==> config.mk <==
export PLATFORM = sky130hd
export DESIGN_NAME = skt_cell
export DESIGN_NICKNAME = d
export VERILOG_FILES = /design/src/rtl/core/skt_pkg.sv /design/src/rtl/core/skt_cell.sv
export SDC_FILE = /design/constraint.sdc
export NUM_CORES = 1
export LEC_CHECK = 0
export BUFFER_PORTS_ARGS = -buffer_cell sky130_fd_sc_hd__buf_4
export CORE_MARGIN = 2
export CORE_UTILIZATION = 25
export DETAILED_ROUTE_END_ITERATION = 16
export PLACE_DENSITY = 0.55
export SYNTH_ARGS = -nofsm -noshare
export SYNTH_HDL_FRONTEND = slang
export SYNTH_SLANG_ARGS = --single-unit
==> constraint.sdc <==
create_clock -name clk -period 6 [get_ports clk]
set_clock_uncertainty 0.1 [all_clocks]
set_input_delay 1.2 -clock clk [delete_from_list [all_inputs] [get_ports clk]]
set_output_delay 1.2 -clock clk [all_outputs]
set_load 0.05 [all_outputs]
==> src/rtl/core/skt_pkg.sv <==
// Shared types and constants of the sorted key table.
package skt_pkg;

  // Fixed field widths
  localparam int unsigned KEY_W    = 64;
  localparam int unsigned IDX_W    = 16;
  localparam int unsigned STATUS_W = 3;

  // Request opcodes
  localparam logic OP_INSERT = 1'b0;
  localparam logic OP_LOOKUP = 1'b1;

  // Result status codes
  localparam logic [STATUS_W-1:0] ST_INSERTED = 3'd0;
  localparam logic [STATUS_W-1:0] ST_REPLACED = 3'd1;
  localparam logic [STATUS_W-1:0] ST_FULL     = 3'd2;
  localparam logic [STATUS_W-1:0] ST_FOUND    = 3'd3;
  localparam logic [STATUS_W-1:0] ST_MISSING  = 3'd4;

  // Update command broadcast to every cell
  typedef struct packed {
    logic ins;   // open a gap at the insertion point and write the new entry
    logic rep;   // overwrite the payload of the matching entry
  } skt_apply_t;

endpackage

==> src/rtl/core/skt_cell.sv <==
// One slot of the sorted table: compare against the request, shift, load.
module skt_cell #(
  parameter int unsigned SLOT = 0,
  parameter int unsigned PW   = 10,
  parameter int unsigned BW   = 7
) (
  input  logic                      clk,
  input  logic                      rst_n,
  input  logic                      cmp_en,
  input  logic [skt_pkg::KEY_W-1:0] req_key,
  input  logic [BW-1:0]             req_bank,
  input  logic [skt_pkg::IDX_W-1:0] req_idx,
  input  logic [PW-1:0]             count,
  input  skt_pkg::skt_apply_t       apply,
  input  logic                      lt_prev,
  input  logic [skt_pkg::KEY_W-1:0] prev_key,
  input  logic [BW-1:0]             prev_bank,
  input  logic [skt_pkg::IDX_W-1:0] prev_idx,
  output logic                      lt,
  output logic [skt_pkg::KEY_W-1:0] key,
  output logic [BW-1:0]             bank,
  output logic [skt_pkg::IDX_W-1:0] idx,
  output logic [1+BW+skt_pkg::IDX_W+PW-1:0] tap
);

  logic                      lt_r;
  logic                      eq_r;
  logic [skt_pkg::KEY_W-1:0] key_r;
  logic [BW-1:0]             bank_r;
  logic [skt_pkg::IDX_W-1:0] idx_r;
  logic                      held;
  logic                      first;

  // Slot holds an entry when it lies below the count
  assign held  = PW'(SLOT) < count;
  // Insertion point: first slot whose key is not below the request key
  assign first = !lt_r && lt_prev;

  // Capture the compare result for this request
  always_ff @(posedge clk) begin
    if (!rst_n) begin
      lt_r <= 1'b0;
      eq_r <= 1'b0;
    end else if (cmp_en) begin
      lt_r <= held && (key_r < req_key);
      eq_r <= held && (key_r == req_key);
    end
  end

  // Load the new entry, shift up from the neighbor, or replace the payload
  always_ff @(posedge clk) begin
    if (apply.ins) begin
      if (first) begin
        key_r  <= req_key;
        bank_r <= req_bank;
        idx_r  <= req_idx;
      end else if (!lt_r) begin
        key_r  <= prev_key;
        bank_r <= prev_bank;
        idx_r  <= prev_idx;
      end
    end else if (apply.rep && first) begin
      bank_r <= req_bank;
      idx_r  <= req_idx;
    end
  end

  // Report hit, payload and slot number from the insertion point only
  always_comb begin
    tap = '0;
    if (first) begin
      tap = {eq_r, (eq_r ? bank_r : BW'(0)), (eq_r ? idx_r : skt_pkg::IDX_W'(0)), PW'(SLOT)};
    end
  end

  assign lt   = lt_r;
  assign key  = key_r;
  assign bank = bank_r;
  assign idx  = idx_r;

endmodule

==> results_dict.tcl, run 1 <==
set metrics [dict create \
    outcome "finished clean" \
    num_vias 4668 \
    post-route-min-period_ns 3.769 \
    synthesis.area_sq_um 5653 \
    ir_worst_vdd_uv 108.8 \
    place.gp.congestion 0.7623 \
    async_reset_ff_share_pct 0 \
    ys_ff_latch 89 \
    drt-total-wl_microns 18000 \
    clk_latency_ns 0.35 \
    synth_area_leaders "edfxtp_1, ha_1, mux2_2, mux2_1, inv_1" \
    cts_root_buffer "clkbuf_16" \
    period_share_pct 62.82 \
    cts_resized 0 \
    synth_edf_count 87 \
    r2r_setup_slack_ns 3.23 \
    power.density_nw_per_um2 236.9 \
    grt-ovfl-total 0 \
    endpoint_kind "primary output" \
    tightest_slew_ns 1.087 \
    slew_violations 0 \
    fin_tns_setup_ns 0 \
    cts_sinks 89 \
    holdBufCountCts 0 \
    postCtsSetupRepairBufs 0 \
    clk_pin_slew_worst_paths_ns 0.06 \
    hpwl_microns 14510 \
    final_core_util_pct 37.86 \
    n_antenna_cell 0 \
    synth_top_area_share_pct 46.22 \
    rows 55 \
    area_growth_pct 50.27 \
    drive_gt1_share_pct 51.17 \
    yosysUniqueCellTypes 43 \
    worst_ep_required_time_ns 4.70 \
    rsz0062_at_grt "no" \
    antenna_found_initial 0 \
    htreeDepth 3 \
    startpoint_type "input pin" \
    slew_headroom_pct 27.50 \
    setup_viol_count_final 0 \
    cp_max_fo 46 \
    first_global_vias 4937 \
    coreArea_sq_um 22430 \
    clk_path_buf_depth 2 \
    ant_nets 0 \
    grt_use_total_pct 14.79 \
    cp.arrival_ns 2.47 \
    dr.pass1.iters 4 \
    p_total_mw 2.013 \
    numPortBuffers 301 \
    yosysSeqAreaShare_pct 46.92 \
    routedWlPerCell_microns 17.03 \
    die_h_microns 154.4 \
    synth_cells 468 \
    initial_core_util_pct 25.20 \
    crit_type "input pin to primary output" \
    die-area_sq_um 23830 \
    finalHoldViolCount 0 \
    final_nets 1021 \
    vias_per_cell 4.416 \
    fmax_mhz 265.3 \
    cts_tree "done" \
    grt_pass1_wl_microns 27120 \
    hold_path.class "register to register" \
    avgSynthCellArea_sq_um 12.08 \
    dr.first_iter.drc_count 204 \
    synthFlopType "edfxtp_1" \
    p_leak_nw 4.074 \
    cap_violations 0 \
    ys_warn_count 0 \
    chipWidth_microns 154.4 \
    cts_made_buffers 9 \
    io_pins 312 \
    grt_max_degree 47 \
    synth_area_leader_cell "edfxtp_1" \
    route.detailed.drc 0 \
]
-- critical path: stages --
cell and delay [ns]:
buf_4 0.10, nor2b_4 0.20, buf_4 0.49, and3_1 0.24, buf_4 0.20
-- kinds of logic (layout without fill, tap and decap cells) --
logic type / count (synthesis) / count (layout) / synth area share [%]
flip-flops: 89 / 89 / 46.92
adder cells (fa/ha/maj): 64 / 64 / 14.17
multiplexers: 87 / 87 / 17.33
AND/OR/NAND/NOR: 85 / 85 / 9.274
other: 1 / 10 / 0.06634
buffers and inverters: 90 / 385 / 6.684
AO/OA/AOI/OAI: 52 / 52 / 5.556
-- state kept, by name, summed over array words and instances (netlist names) --
signal  count
key        64
idx        16
lt          1
bank        7
eq_r        1
-- metal layers --
metal  wire [microns]  vias to the layer above  share of wire, %  track usage, %
li1                 -                     2297                 -               -
met1             7607                     2159                42           17.90
met4              219                        0               1.2           4.365
met3             1315                       12               7.3           3.502
met2             8858                      200                49           26.16
met5                0                        -                 0               0
-- power breakdown --
| part | internal [mW] | switching [mW] | total [mW] | leakage (nW) |
|---|---|---|---|---|
| Combinational | 0.253 | 0.379 | 0.632 | 3.08 |
| Sequential | 0.761 | 0.0381 | 0.799 | 0.859 |
| Clock | 0.324 | 0.258 | 0.582 | 0.138 |
-- synthesized netlist by cell type, types with 3 or more instances --
master,number
mux2_2,64
o21ai_0,8
nor2_1,5
a21o_1,5
mux2_1,23
and4_2,3
inv_1,65
nand3_1,8
clkbuf_1,13
nor2b_1,4
nand4_1,9
buf_4,10
and3_1,24
a21oi_1,25
ha_1,64
nand2_1,12
nor4_1,3
edfxtp_1,87
-- layout make-up --
type | count | area (sq um)
flip-flops and latches | 89 | 2653
repair buffers | 304 | 2282
multi-input cells | 298 | 2671
fillers | 2265 | 13940
well taps | 285 | 356.6
clock inverters | 5 | 55.05
inverters | 65 | 244.0
clock buffers | 11 | 232.7
-- worst paths after layout --
path | start | end | cells past startpoint
max | lt_prev | tap[18] | 5
min | lt$_SDFFE_PN0P_ | lt$_SDFFE_PN0P_ | 2
max reg2reg | lt$_SDFFE_PN0P_ | idx[2]$_DFFE_PP_ | 4
min reg2reg | lt$_SDFFE_PN0P_ | lt$_SDFFE_PN0P_ | 2
-- layout by cell type (no fill, tap or decap), types with 2 or more instances in the layout --
cell / count
a221oi_1: 2
inv_1: 65
and4_1: 2
nor4_1: 3
buf_4: 304
nand2b_1: 2
nor3_1: 2
clkbuf_16: 9
a21oi_1: 25
conb_1: 10
and4_2: 3
nor2b_1: 2
nand3_1: 8
mux2_2: 64
and2_1: 2
nor2b_4: 2
ha_1: 64
nand3_2: 2
nand2_1: 12
mux2_1: 23
nand4_1: 9
nor2_1: 5
o21ai_0: 8
clkbuf_1: 2
o211ai_1: 2
a21boi_0: 2
dfxtp_1: 2
and3_1: 24
a211oi_1: 2
edfxtp_1: 87
a21o_1: 5
-- through the flow --
step | cells | setup slack (ns) | hold slack, ns | instance area [sq um]
after floorplan | 477 | 0.8586 | 0.5061 | 5687
after global placement | 1041 | 2.203 | 0.5193 | 8207
after detailed placement | 1041 | 2.195 | 0.5269 | 8207
after CTS | 1057 | 2.205 | 0.5387 | 8494
after global routing | 1057 | 2.140 | 0.5641 | 8494
final | 1057 | 2.231 | 0.5142 | 8494
(Power assumes the default switching activity.)
==> run 2, diff against run 1 <==
==> constraint.sdc (replaced) <==
create_clock -name clk -period 3.7 [get_ports clk]
set_clock_uncertainty 0.1 [all_clocks]
set_input_delay 0.74 -clock clk [delete_from_list [all_inputs] [get_ports clk]]
set_output_delay 0.74 -clock clk [all_outputs]
set_load 0.05 [all_outputs]
==> results_dict.tcl, run 2 (same netlist as run 1, synthesis figures left out) <==
set metrics [dict create \
    p_leak_nw 4.107 \
    final_core_util_pct 38.14 \
    power.density_nw_per_um2 384.8 \
    final_nets 1025 \
    dr.first_iter.drc_count 169 \
    num_vias 4699 \
    io_pins 312 \
    drt-total-wl_microns 17730 \
    cts_root_buffer "clkbuf_16" \
    antenna_found_initial 0 \
    clk_path_buf_depth 2 \
    initial_core_util_pct 25.20 \
    timing.critical_path.from "lt_prev" \
    hpwl_microns 14310 \
    rsz0062_at_grt "no" \
    routedWlPerCell_microns 16.71 \
    cts_made_buffers 9 \
    area_growth_pct 51.35 \
    setup_slack_ns 0.8541 \
    numPortBuffers 301 \
    htreeDepth 3 \
    ir_worst_vdd_uv 168.8 \
    clk_pin_slew_worst_paths_ns 0.07 \
    hold_start "cmp_en" \
    route.detailed.drc 0 \
    setup_viol_count_final 0 \
    grt_max_degree 59 \
    cp.arrival_ns 2.01 \
    worst_ep_required_time_ns 2.86 \
    die-area_sq_um 23830 \
    slew_violations 0 \
    num-fill-cells 2288 \
    mostFrequentLayoutCell "buf_4" \
    cap_violations 0 \
    rows 55 \
    slew_headroom_pct 48.07 \
    ant_nets 0 \
    cts_tree "done" \
    fmax_mhz 351.4 \
    place.gp.congestion 0.7367 \
    drive_gt1_share_pct 51.68 \
    post-route-min-period_ns 2.846 \
    clk_latency_ns 0.35 \
    postCtsSetupRepairBufs 0 \
    die_h_microns 154.4 \
    chipWidth_microns 154.4 \
    pre_cts_ws_ns 0.8284 \
    n_antenna_cell 0 \
    grt-ovfl-total 0 \
    holdBufCountCts 0 \
    period_share_pct 76.91 \
    cts_sinks 89 \
    layout_common_cells "buf_4, edfxtp_1, inv_1" \
    cts_resized 0 \
    grt_use_total_pct 14.61 \
    endpoint_kind "primary output" \
    grt_pass1_wl_microns 26640 \
    hold_path.class "input pin to register" \
    dr.pass1.iters 4 \
    outcome "finished clean" \
    first_global_vias 4935 \
    coreArea_sq_um 22430 \
    finalHoldViolCount 0 \
    tightest_slew_ns 0.7779 \
    largest_reg_flops 64 \
    worstReg2RegStart "lt$_SDFFE_PN0P_" \
    cp_max_fo 25 \
    vias_per_cell 4.429 \
    crit_type "input pin to primary output" \
    startpoint_type "input pin" \
    fin_tns_setup_ns 0 \
]
==> run 2: cell types whose count changed in the layout (fill, tap and decap cells not counted) <==
| cell | before | now |
|---|---|---|
| inv_6 | 1 | 2 |
| clkinv_2 | 1 | 2 |
| buf_12 | 0 | 2 |
| clkbuf_1 | 2 | 0 |
| buf_4 | 304 | 306 |
==> run 2: final timing paths <==
check	endpoint	slack (ns)	cells past startpoint
max	tap[26]	0.85	5
min	lt$_SDFFE_PN0P_	0.48	2
max reg2reg	idx[1]$_DFFE_PP_	1.32	5
min reg2reg	lt$_SDFFE_PN0P_	0.58	2
==> run 2: cell type report <==
cell class	instances	area, sq um	share of cell area, %
clock buffers	9	225.2	2.632
clock inverters	7	68.82	0.8043
inverters	65	244.0	2.852
multi-input cells	298	2671	31.22
flip-flops and latches	89	2653	31.00
well taps	285	356.6	4.168
repair buffers	308	2337	27.32
==> run 2: power by group <==
group          total (mW)  switching (mW)  internal (mW)
clock network       0.964           0.438          0.525
registers            1.29          0.0576           1.23
logic                1.04           0.618          0.421
==> run 2: critical path, stage by stage <==
cell and delay, ns:
buf_4 0.11, nor2b_4 0.48, buf_4 0.30, and3_1 0.17, buf_4 0.19
==> run 2: per-layer routing <==
metal / global-route usage (%) / routed length (microns) / vias to the layer above
met4: 3.439 / 170 / 0
li1: - / - / 2305
met1: 17.04 / 7298 / 2177
met5: 0 / 0 / -
met3: 5.156 / 1524 / 11
met2: 25.75 / 8735 / 206
==> run 2: per-stage QoR <==
step	power (mW)	area, sq um	hold slack, ns	instances
floorplan	1.947	5689	0.5061	477
global placement	2.360	8262	0.5814	1045
detailed placement	2.364	8262	0.5835	1045
CTS	3.350	8556	0.4677	1061
global route	3.460	8556	0.4766	1061
finish	3.293	8556	0.4826	1061
